`src/sv/pir_pkg.sv`:
```
// Shared types and constants of the priority interrupt queue.
package pir_pkg;
  localparam logic [1:0] OP_RAISE = 2'd0;
  localparam logic [1:0] OP_QUERY = 2'd1;
  localparam logic [1:0] OP_ACK   = 2'd2;
  localparam logic [1:0] OP_NONE  = 2'd3;

  localparam int PRIO_W = 3;
  localparam int VEC_W  = 8;
  localparam int ADDR_W = 10;
  localparam int OCC_W  = 5;
  localparam logic [ADDR_W-1:0] VECTOR_BASE = 10'h100;

  typedef struct packed {
    logic [PRIO_W-1:0] prio;
    logic [VEC_W-1:0]  vec;
  } entry_t;

  localparam int ENTRY_W = $bits(entry_t);
endpackage

```
`src/sv/pir_ram.sv`:
```
// Generic single-write, single-read RAM with registered read data.
module pir_ram #(
  parameter int WIDTH = 8,
  parameter int DEPTH = 16
) (
  input  logic                     clk,
  input  logic                     we,
  input  logic [$clog2(DEPTH)-1:0] waddr,
  input  logic [WIDTH-1:0]         wdata,
  input  logic [$clog2(DEPTH)-1:0] raddr,
  output logic [WIDTH-1:0]         rdata
);
  logic [WIDTH-1:0] mem [DEPTH];

  always_ff @(posedge clk) begin
    if (we) begin
      mem[waddr] <= wdata;
    end
    rdata <= mem[raddr];
  end
endmodule

```
`src/sv/priority_interrupt_queue.sv`:
```
// Priority interrupt queue top level: request handshake, queue sequencer and entry RAM.
// Raise and query requests go straight to the ST_FIN state, which registers the result.
// Acknowledge does one RAM scan for the top request, then, unless that entry is the last,
// a read-modify-write sweep that closes the gap behind it.
// One request is worked on at a time; a new one is taken while a result waits.
// Synchronous reset empties the queue; entry RAM contents are not cleared.
module priority_interrupt_queue #(
  parameter int QUEUE_DEPTH = 16
) (
  input  logic        clk,
  input  logic        rst,
  input  logic        s_tvalid,
  output logic        s_tready,
  // tuser: op[1:0]
  input  logic [1:0]  s_tuser,
  // tdata: req_priority[2:0], device_vector[10:3], cpu_level[13:11], zero fill
  input  logic [15:0] s_tdata,
  output logic        m_tvalid,
  input  logic        m_tready,
  // tdata: interrupt_pending[0], vector_address[10:1], granted_priority[13:11],
  // granted[14], dropped_full[15], empty_error[16], occupancy[21:17], zero fill
  output logic [23:0] m_tdata
);
  import pir_pkg::*;

  localparam int AW = $clog2(QUEUE_DEPTH);
  localparam int CW = $clog2(QUEUE_DEPTH + 1);

  localparam logic [2:0] ST_IDLE  = 3'd0;
  localparam logic [2:0] ST_SCAN  = 3'd1;
  localparam logic [2:0] ST_SHIFT = 3'd2;
  localparam logic [2:0] ST_FIN   = 3'd3;

  logic [2:0]        state;
  logic [CW-1:0]     count;
  logic [PRIO_W-1:0] topmax;
  logic [PRIO_W-1:0] lvl;
  logic              issuing;
  logic [CW-1:0]     rd_idx;
  logic              dv;
  logic [AW-1:0]     d_idx;
  logic [PRIO_W-1:0] best;
  logic [AW-1:0]     best_idx;
  logic [VEC_W-1:0]  best_vec;
  logic [PRIO_W-1:0] second;
  logic              r_granted;
  logic              r_dropped;
  logic              r_empty;
  logic [ADDR_W-1:0] r_vaddr;
  logic [PRIO_W-1:0] r_gprio;

  logic              ram_we;
  logic [AW-1:0]     ram_waddr;
  entry_t            ram_wdata;
  entry_t            ram_rdata;
  logic [ENTRY_W-1:0] ram_rbits;

  logic              s_acc;
  logic [1:0]        in_op;
  logic [PRIO_W-1:0] in_prio;
  logic [VEC_W-1:0]  in_vec;
  logic [CW-1:0]     cnt_m1;
  logic              full;
  logic [PRIO_W-1:0] best_upd;
  logic [AW-1:0]     best_idx_upd;
  logic [VEC_W-1:0]  best_vec_upd;
  logic [PRIO_W-1:0] second_upd;
  logic              out_free;

  assign s_tready  = (state == ST_IDLE);
  assign s_acc     = s_tvalid && s_tready;
  assign in_op     = s_tuser;
  assign in_prio   = s_tdata[2:0];
  assign in_vec    = s_tdata[10:3];
  assign cnt_m1    = count - CW'(1);
  assign full      = (count == CW'(QUEUE_DEPTH));
  assign out_free  = !m_tvalid || m_tready;
  assign ram_rdata = entry_t'(ram_rbits);

  always_comb begin
    best_upd     = best;
    best_idx_upd = best_idx;
    best_vec_upd = best_vec;
    second_upd   = second;
    if (d_idx == '0) begin
      best_upd     = ram_rdata.prio;
      best_idx_upd = d_idx;
      best_vec_upd = ram_rdata.vec;
      second_upd   = '0;
    end else if (ram_rdata.prio > best) begin
      best_upd     = ram_rdata.prio;
      best_idx_upd = d_idx;
      best_vec_upd = ram_rdata.vec;
      second_upd   = best;
    end else if (ram_rdata.prio > second) begin
      second_upd = ram_rdata.prio;
    end
  end

  always_comb begin
    ram_we    = 1'b0;
    ram_waddr = count[AW-1:0];
    ram_wdata = '{prio: in_prio, vec: in_vec};
    if (state == ST_IDLE) begin
      ram_we = s_acc && (in_op == OP_RAISE) && !full;
    end else if (state == ST_SHIFT) begin
      ram_we    = dv;
      ram_waddr = d_idx;
      ram_wdata = ram_rdata;
    end
  end

  pir_ram #(.WIDTH(ENTRY_W), .DEPTH(QUEUE_DEPTH)) u_ram (
    .clk   (clk),
    .we    (ram_we),
    .waddr (ram_waddr),
    .wdata (ram_wdata),
    .raddr (rd_idx[AW-1:0]),
    .rdata (ram_rbits)
  );

  always_ff @(posedge clk) begin
    if (rst) begin
      state    <= ST_IDLE;
      count    <= '0;
      m_tvalid <= 1'b0;
      issuing  <= 1'b0;
      dv       <= 1'b0;
    end else begin
      if (m_tvalid && m_tready && (state != ST_FIN)) begin
        m_tvalid <= 1'b0;
      end
      unique case (state)
        ST_IDLE: begin
          if (s_acc) begin
            lvl       <= s_tdata[13:11];
            r_granted <= 1'b0;
            r_dropped <= (in_op == OP_RAISE) && full;
            r_empty   <= (in_op == OP_ACK) && (count == '0);
            r_vaddr   <= '0;
            r_gprio   <= '0;
            unique case (in_op)
              OP_RAISE: begin
                state <= ST_FIN;
                if (!full) begin
                  count  <= count + CW'(1);
                  topmax <= (count == '0 || in_prio > topmax) ? in_prio : topmax;
                end
              end
              OP_ACK: begin
                if (count == '0) begin
                  state <= ST_FIN;
                end else begin
                  state   <= ST_SCAN;
                  issuing <= 1'b1;
                  rd_idx  <= '0;
                  dv      <= 1'b0;
                end
              end
              default: begin
                state <= ST_FIN;
              end
            endcase
          end
        end
        ST_SCAN: begin
          dv    <= issuing;
          d_idx <= rd_idx[AW-1:0];
          if (issuing) begin
            if (rd_idx == cnt_m1) begin
              issuing <= 1'b0;
            end else begin
              rd_idx <= rd_idx + CW'(1);
            end
          end
          if (dv) begin
            best     <= best_upd;
            best_idx <= best_idx_upd;
            best_vec <= best_vec_upd;
            second   <= second_upd;
            if (CW'(d_idx) == cnt_m1) begin
              r_granted <= 1'b1;
              r_gprio   <= best_upd;
              r_vaddr   <= VECTOR_BASE + {1'b0, best_vec_upd, 1'b0};
              if (CW'(best_idx_upd) == cnt_m1) begin
                count  <= cnt_m1;
                topmax <= second_upd;
                state  <= ST_FIN;
              end else begin
                issuing <= 1'b1;
                rd_idx  <= CW'(best_idx_upd) + CW'(1);
                state   <= ST_SHIFT;
              end
            end
          end
        end
        ST_SHIFT: begin
          dv    <= issuing;
          d_idx <= rd_idx[AW-1:0] - AW'(1);
          if (issuing) begin
            if (rd_idx == cnt_m1) begin
              issuing <= 1'b0;
            end else begin
              rd_idx <= rd_idx + CW'(1);
            end
          end
          if (dv && (CW'(d_idx) == cnt_m1 - CW'(1))) begin
            count  <= cnt_m1;
            topmax <= second;
            state  <= ST_FIN;
          end
        end
        ST_FIN: begin
          if (out_free) begin
            m_tvalid <= 1'b1;
            m_tdata  <= {2'b00, OCC_W'(count), r_empty, r_dropped, r_granted,
                         r_gprio, r_vaddr, (count != '0) && (topmax > lvl)};
            state    <= ST_IDLE;
          end
        end
        default: begin
          state <= ST_IDLE;
        end
      endcase
    end
  end

  a_count_bound: assert property (@(posedge clk) disable iff (rst)
    count <= CW'(QUEUE_DEPTH))
    else $error("queue count beyond depth");

  a_grant_excl: assert property (@(posedge clk) disable iff (rst)
    m_tvalid |-> !(m_tdata[14] && (m_tdata[15] || m_tdata[16])))
    else $error("grant together with an error flag");

  a_raise_count: assert property (@(posedge clk) disable iff (rst)
    (s_acc && in_op == OP_RAISE && !full) |=> count == $past(count) + CW'(1))
    else $error("raise did not add an entry");

  a_ack_empty: assert property (@(posedge clk) disable iff (rst)
    (s_acc && in_op == OP_ACK && count == '0) |=> (state == ST_FIN && r_empty))
    else $error("acknowledge on empty queue not flagged");
endmodule
```
`config.mk`:
```
export PLATFORM = sky130hd
export DESIGN_NAME = priority_interrupt_queue
export DESIGN_NICKNAME = d
export VERILOG_FILES = /design/src/sv/pir_pkg.sv /design/src/sv/pir_ram.sv /design/src/sv/priority_interrupt_queue.sv
export SDC_FILE = /design/constraint.sdc
export NUM_CORES = 1
export LEC_CHECK = 0
export BUFFER_PORTS_ARGS = -buffer_cell sky130_fd_sc_hd__buf_4
export CAP_MARGIN = 10
export CORE_MARGIN = 1.5
export CORE_UTILIZATION = 65
export CTS_CLUSTER_DIAMETER = 80
export DETAILED_ROUTE_END_ITERATION = 10
export PLACE_DENSITY = 0.83
export SLEW_MARGIN = 20
export SYNTH_ARGS = -nofsm -noshare
export SYNTH_HDL_FRONTEND = slang
export SYNTH_SLANG_ARGS = --single-unit
```
`constraint.sdc`:
```
create_clock -name clk -period 5.02 [get_ports clk]
set_clock_uncertainty 0.1 [all_clocks]
set_input_delay 0 -clock clk [delete_from_list [all_inputs] [get_ports clk]]
set_output_delay 0 -clock clk [all_outputs]
set_load 0.02 [all_outputs]
```
==> flow_summary.json <==
{
  "outcome": "finished clean",
  "crit_path_start_kind": "register",
  "drv_slew": 0,
  "netlist_area_um2": 11700,
  "die_x_um": 137,
  "fp.dieH_um": 137,
  "fin_crit_ns": 3.65,
  "synth-seq-cells": 266,
  "grt_max_degree": 51,
  "relSlewSlack": 0.337,
  "synth_common_cells": "edfxtp_1 (245), mux4_2 (55), nor2_1 (50), nand2_1 (43), inv_1 (29)",
  "postRouteAntennaNets": 0,
  "nNetsFinal": 837,
  "maxCapViolCount": 0,
  "pin_count": 48,
  "core_area_um2": 17400,
  "yosysSeqAreaShare": 0.665,
  "crit_family": "simple AND/OR/NAND/NOR gates",
  "leakage_nw": 4.60,
  "grt_pass1_vias": 6600,
  "cts_buffers": 27,
  "cts_hold_buf": 13,
  "p_total_mw": 7.17,
  "path_clk_slew_ns": 0.06,
  "synth_most_common_cell": "edfxtp_1",
  "tightest_slew_ns": 0.994,
  "grt_pass1_wl_um": 38800,
  "cp.required_ns": 5.07,
  "final_util": 0.761,
  "row_count": 48,
  "drive_gt1_frac": 0.237,
  "met1_usage": 0.377,
  "gr-usage-met2": 0.485,
  "drc": 0,
  "synth_flop_cell": "edfxtp_1",
  "grt_use_total": 0.286,
  "antennaDiodeCount": 0,
  "synthCells": 718,
  "clockBufferDepth": 3,
  "num_vias": 6675,
  "fin_tns_setup_ns": 0,
  "dieArea_um2": 18800,
  "critPathMaxFanout": 13,
  "root_buffer": "clkbuf_16",
  "cts.repair.resized": 0,
  "antenna_found_initial": 0,
  "crit_chain": "buf_4 > inv_1 > ha_1 > nor3b_2 > xnor2_1 > nor4b_4 > and2_1 > a21oi_1 > nor3_2",
  "postCtsSetupRepairBufs": 0,
  "fin_crit_sh": 0.728,
  "drt_iter0_drc": 724,
  "clkLatencyLatePin_ns": 0.55,
  "vias_per_cell": 6.47,
  "start_util": 0.671,
  "ys_top_cells_by_area": "edfxtp_1 (63%), mux4_2 (11%), dfxtp_1 (3.6%)",
  "slowest_stage": "nor3_2",
  "setup_viol": 0,
  "worstPathArrival_ns": 3.71,
  "syn_avg_cell_area_um2": 16.3,
  "htree_levels": 1,
  "portBuffers": 42,
  "power_density_nw_per_um2": 541,
  "dp_hpwl_um": 16600,
  "use_met3": 0.0385,
  "peakVddDrop_v": 0.000364,
  "ys_types": 64,
  "rsz0062_at_grt": "false",
  "wl_per_cell_um": 25.0,
  "cp.buffers_inverters": 2,
  "endpoint_kind": "register",
  "gp_congestion": 0.821,
  "synth.largest_area_cell": "edfxtp_1",
  "grt-busiest-layer": "met2",
  "grt_remaining_overflow": 0,
  "fin_cells": 1032,
  "slowest_delay_ns": 0.74,
  "hp-class": "in2reg",
  "dp.cells": 970,
  "finalWirelength_um": 25800,
  "synthArstFlopShare": 0,
  "hold_viol_final": 0,
  "cts_tree": "done",
  "clock_sinks": 266,
  "drtPass1Iterations": 5,
  "syn2layout_area_growth_pct": 13.4,
  "path_class": "reg2reg",
  "synth_edf_count": 245,
  "fmax_ghz": 0.274,
  "synth_top_cell_area_share": 0.629,
  "yosysWarnings": 0
}
worst reg2reg max path, stage by stage (launching register included):
cell and delay (ns):
dfxtp_1 0.29, buf_4 0.19, inv_1 0.26, ha_1 0.33
nor3b_2 0.36, xnor2_1 0.24, nor4b_4 0.45, and2_1 0.24
a21oi_1 0.06, nor3_2 0.74
registers in the layout (all words and copies together), names as in the netlist, 5 cells and up:
register     cells
count            5
u_ram.rdata     11
u_ram.mem      176
rd_idx           5
m_tdata         21
best_vec         8
r_vaddr          9
routing by layer:
layer | up-vias | part of all wire | routed length, um
met5 | - | 0 | 0
met4 | 0 | 0.045 | 1150
met3 | 78 | 0.068 | 1760
met2 | 350 | 0.50 | 13000
met1 | 3342 | 0.38 | 9910
li1 | 2905 | - | -
path summary, 6_finish.rpt:
check / slack (ns) / cells past startpoint / from / end
worst max register to register: 1.37 / 9 / count[0] / r_gprio[0]
worst min-delay path: 0.10 / 2 / s_tdata[11] / lvl[0]
worst min register to register: 0.32 / 0 / r_gprio[1] / m_tdata[12]
worst max-delay path: 1.37 / 9 / count[0] / r_gprio[0]
final cells by class:
type	count	area (um2)
clock inverters	18	136
inverters	30	118
well taps	225	282
multi-input cells	383	3610
fillers	984	4170
repair buffers	80	641
flip-flops and latches	266	7780
clock buffers	30	687
metrics by stage:
stage | setup WS [ns] | area, um2 | hold slack, ns
6_report | 1.37 | 13300 | 0.103
5_1_grt | 1.06 | 13300 | 0.0971
4_1_cts | 1.35 | 13200 | 0.0875
3_5_place_dp | 1.37 | 12300 | 0.0812
3_3_place_gp | 1.43 | 12300 | 0.0808
2_1_floorplan | 1.56 | 11700 | -0.00113
cells by family after synthesis:
| kind of cell | count (synthesis) | share of synthesized area |
|---|---|---|
| AND/OR/NAND/NOR | 173 | 0.0742 |
| other | 1 | 0.000321 |
| AO/OA/AOI/OAI | 70 | 0.0446 |
| buffers and inverters | 71 | 0.0276 |
| adder cells (fa/ha/maj) | 27 | 0.0289 |
| flip-flops | 266 | 0.665 |
| XOR/XNOR | 33 | 0.0293 |
| multiplexers | 77 | 0.130 |
power breakdown:
part	switching [mW]	total (mW)	leakage, nW	internal [mW]
Clock	0.822	1.86	0.395	1.04
Sequential	0.208	2.98	2.39	2.77
Combinational	1.36	2.33	1.81	0.969
Total	2.39	7.17	4.60	4.78
cell usage in the layout, fill, tap and decap left out, types with 15 or more instances in the layout:
| cell type | n |
|---|---|
| a21oi_1 | 16 |
| nand2_1 | 43 |
| mux4_2 | 55 |
| and2_1 | 15 |
| inv_1 | 29 |
| ha_1 | 27 |
| clkbuf_16 | 27 |
| xnor2_1 | 16 |
| edfxtp_1 | 245 |
| nor2_1 | 50 |
| buf_4 | 66 |
| dfxtp_1 | 21 |
(Power assumes the default switching activity.)
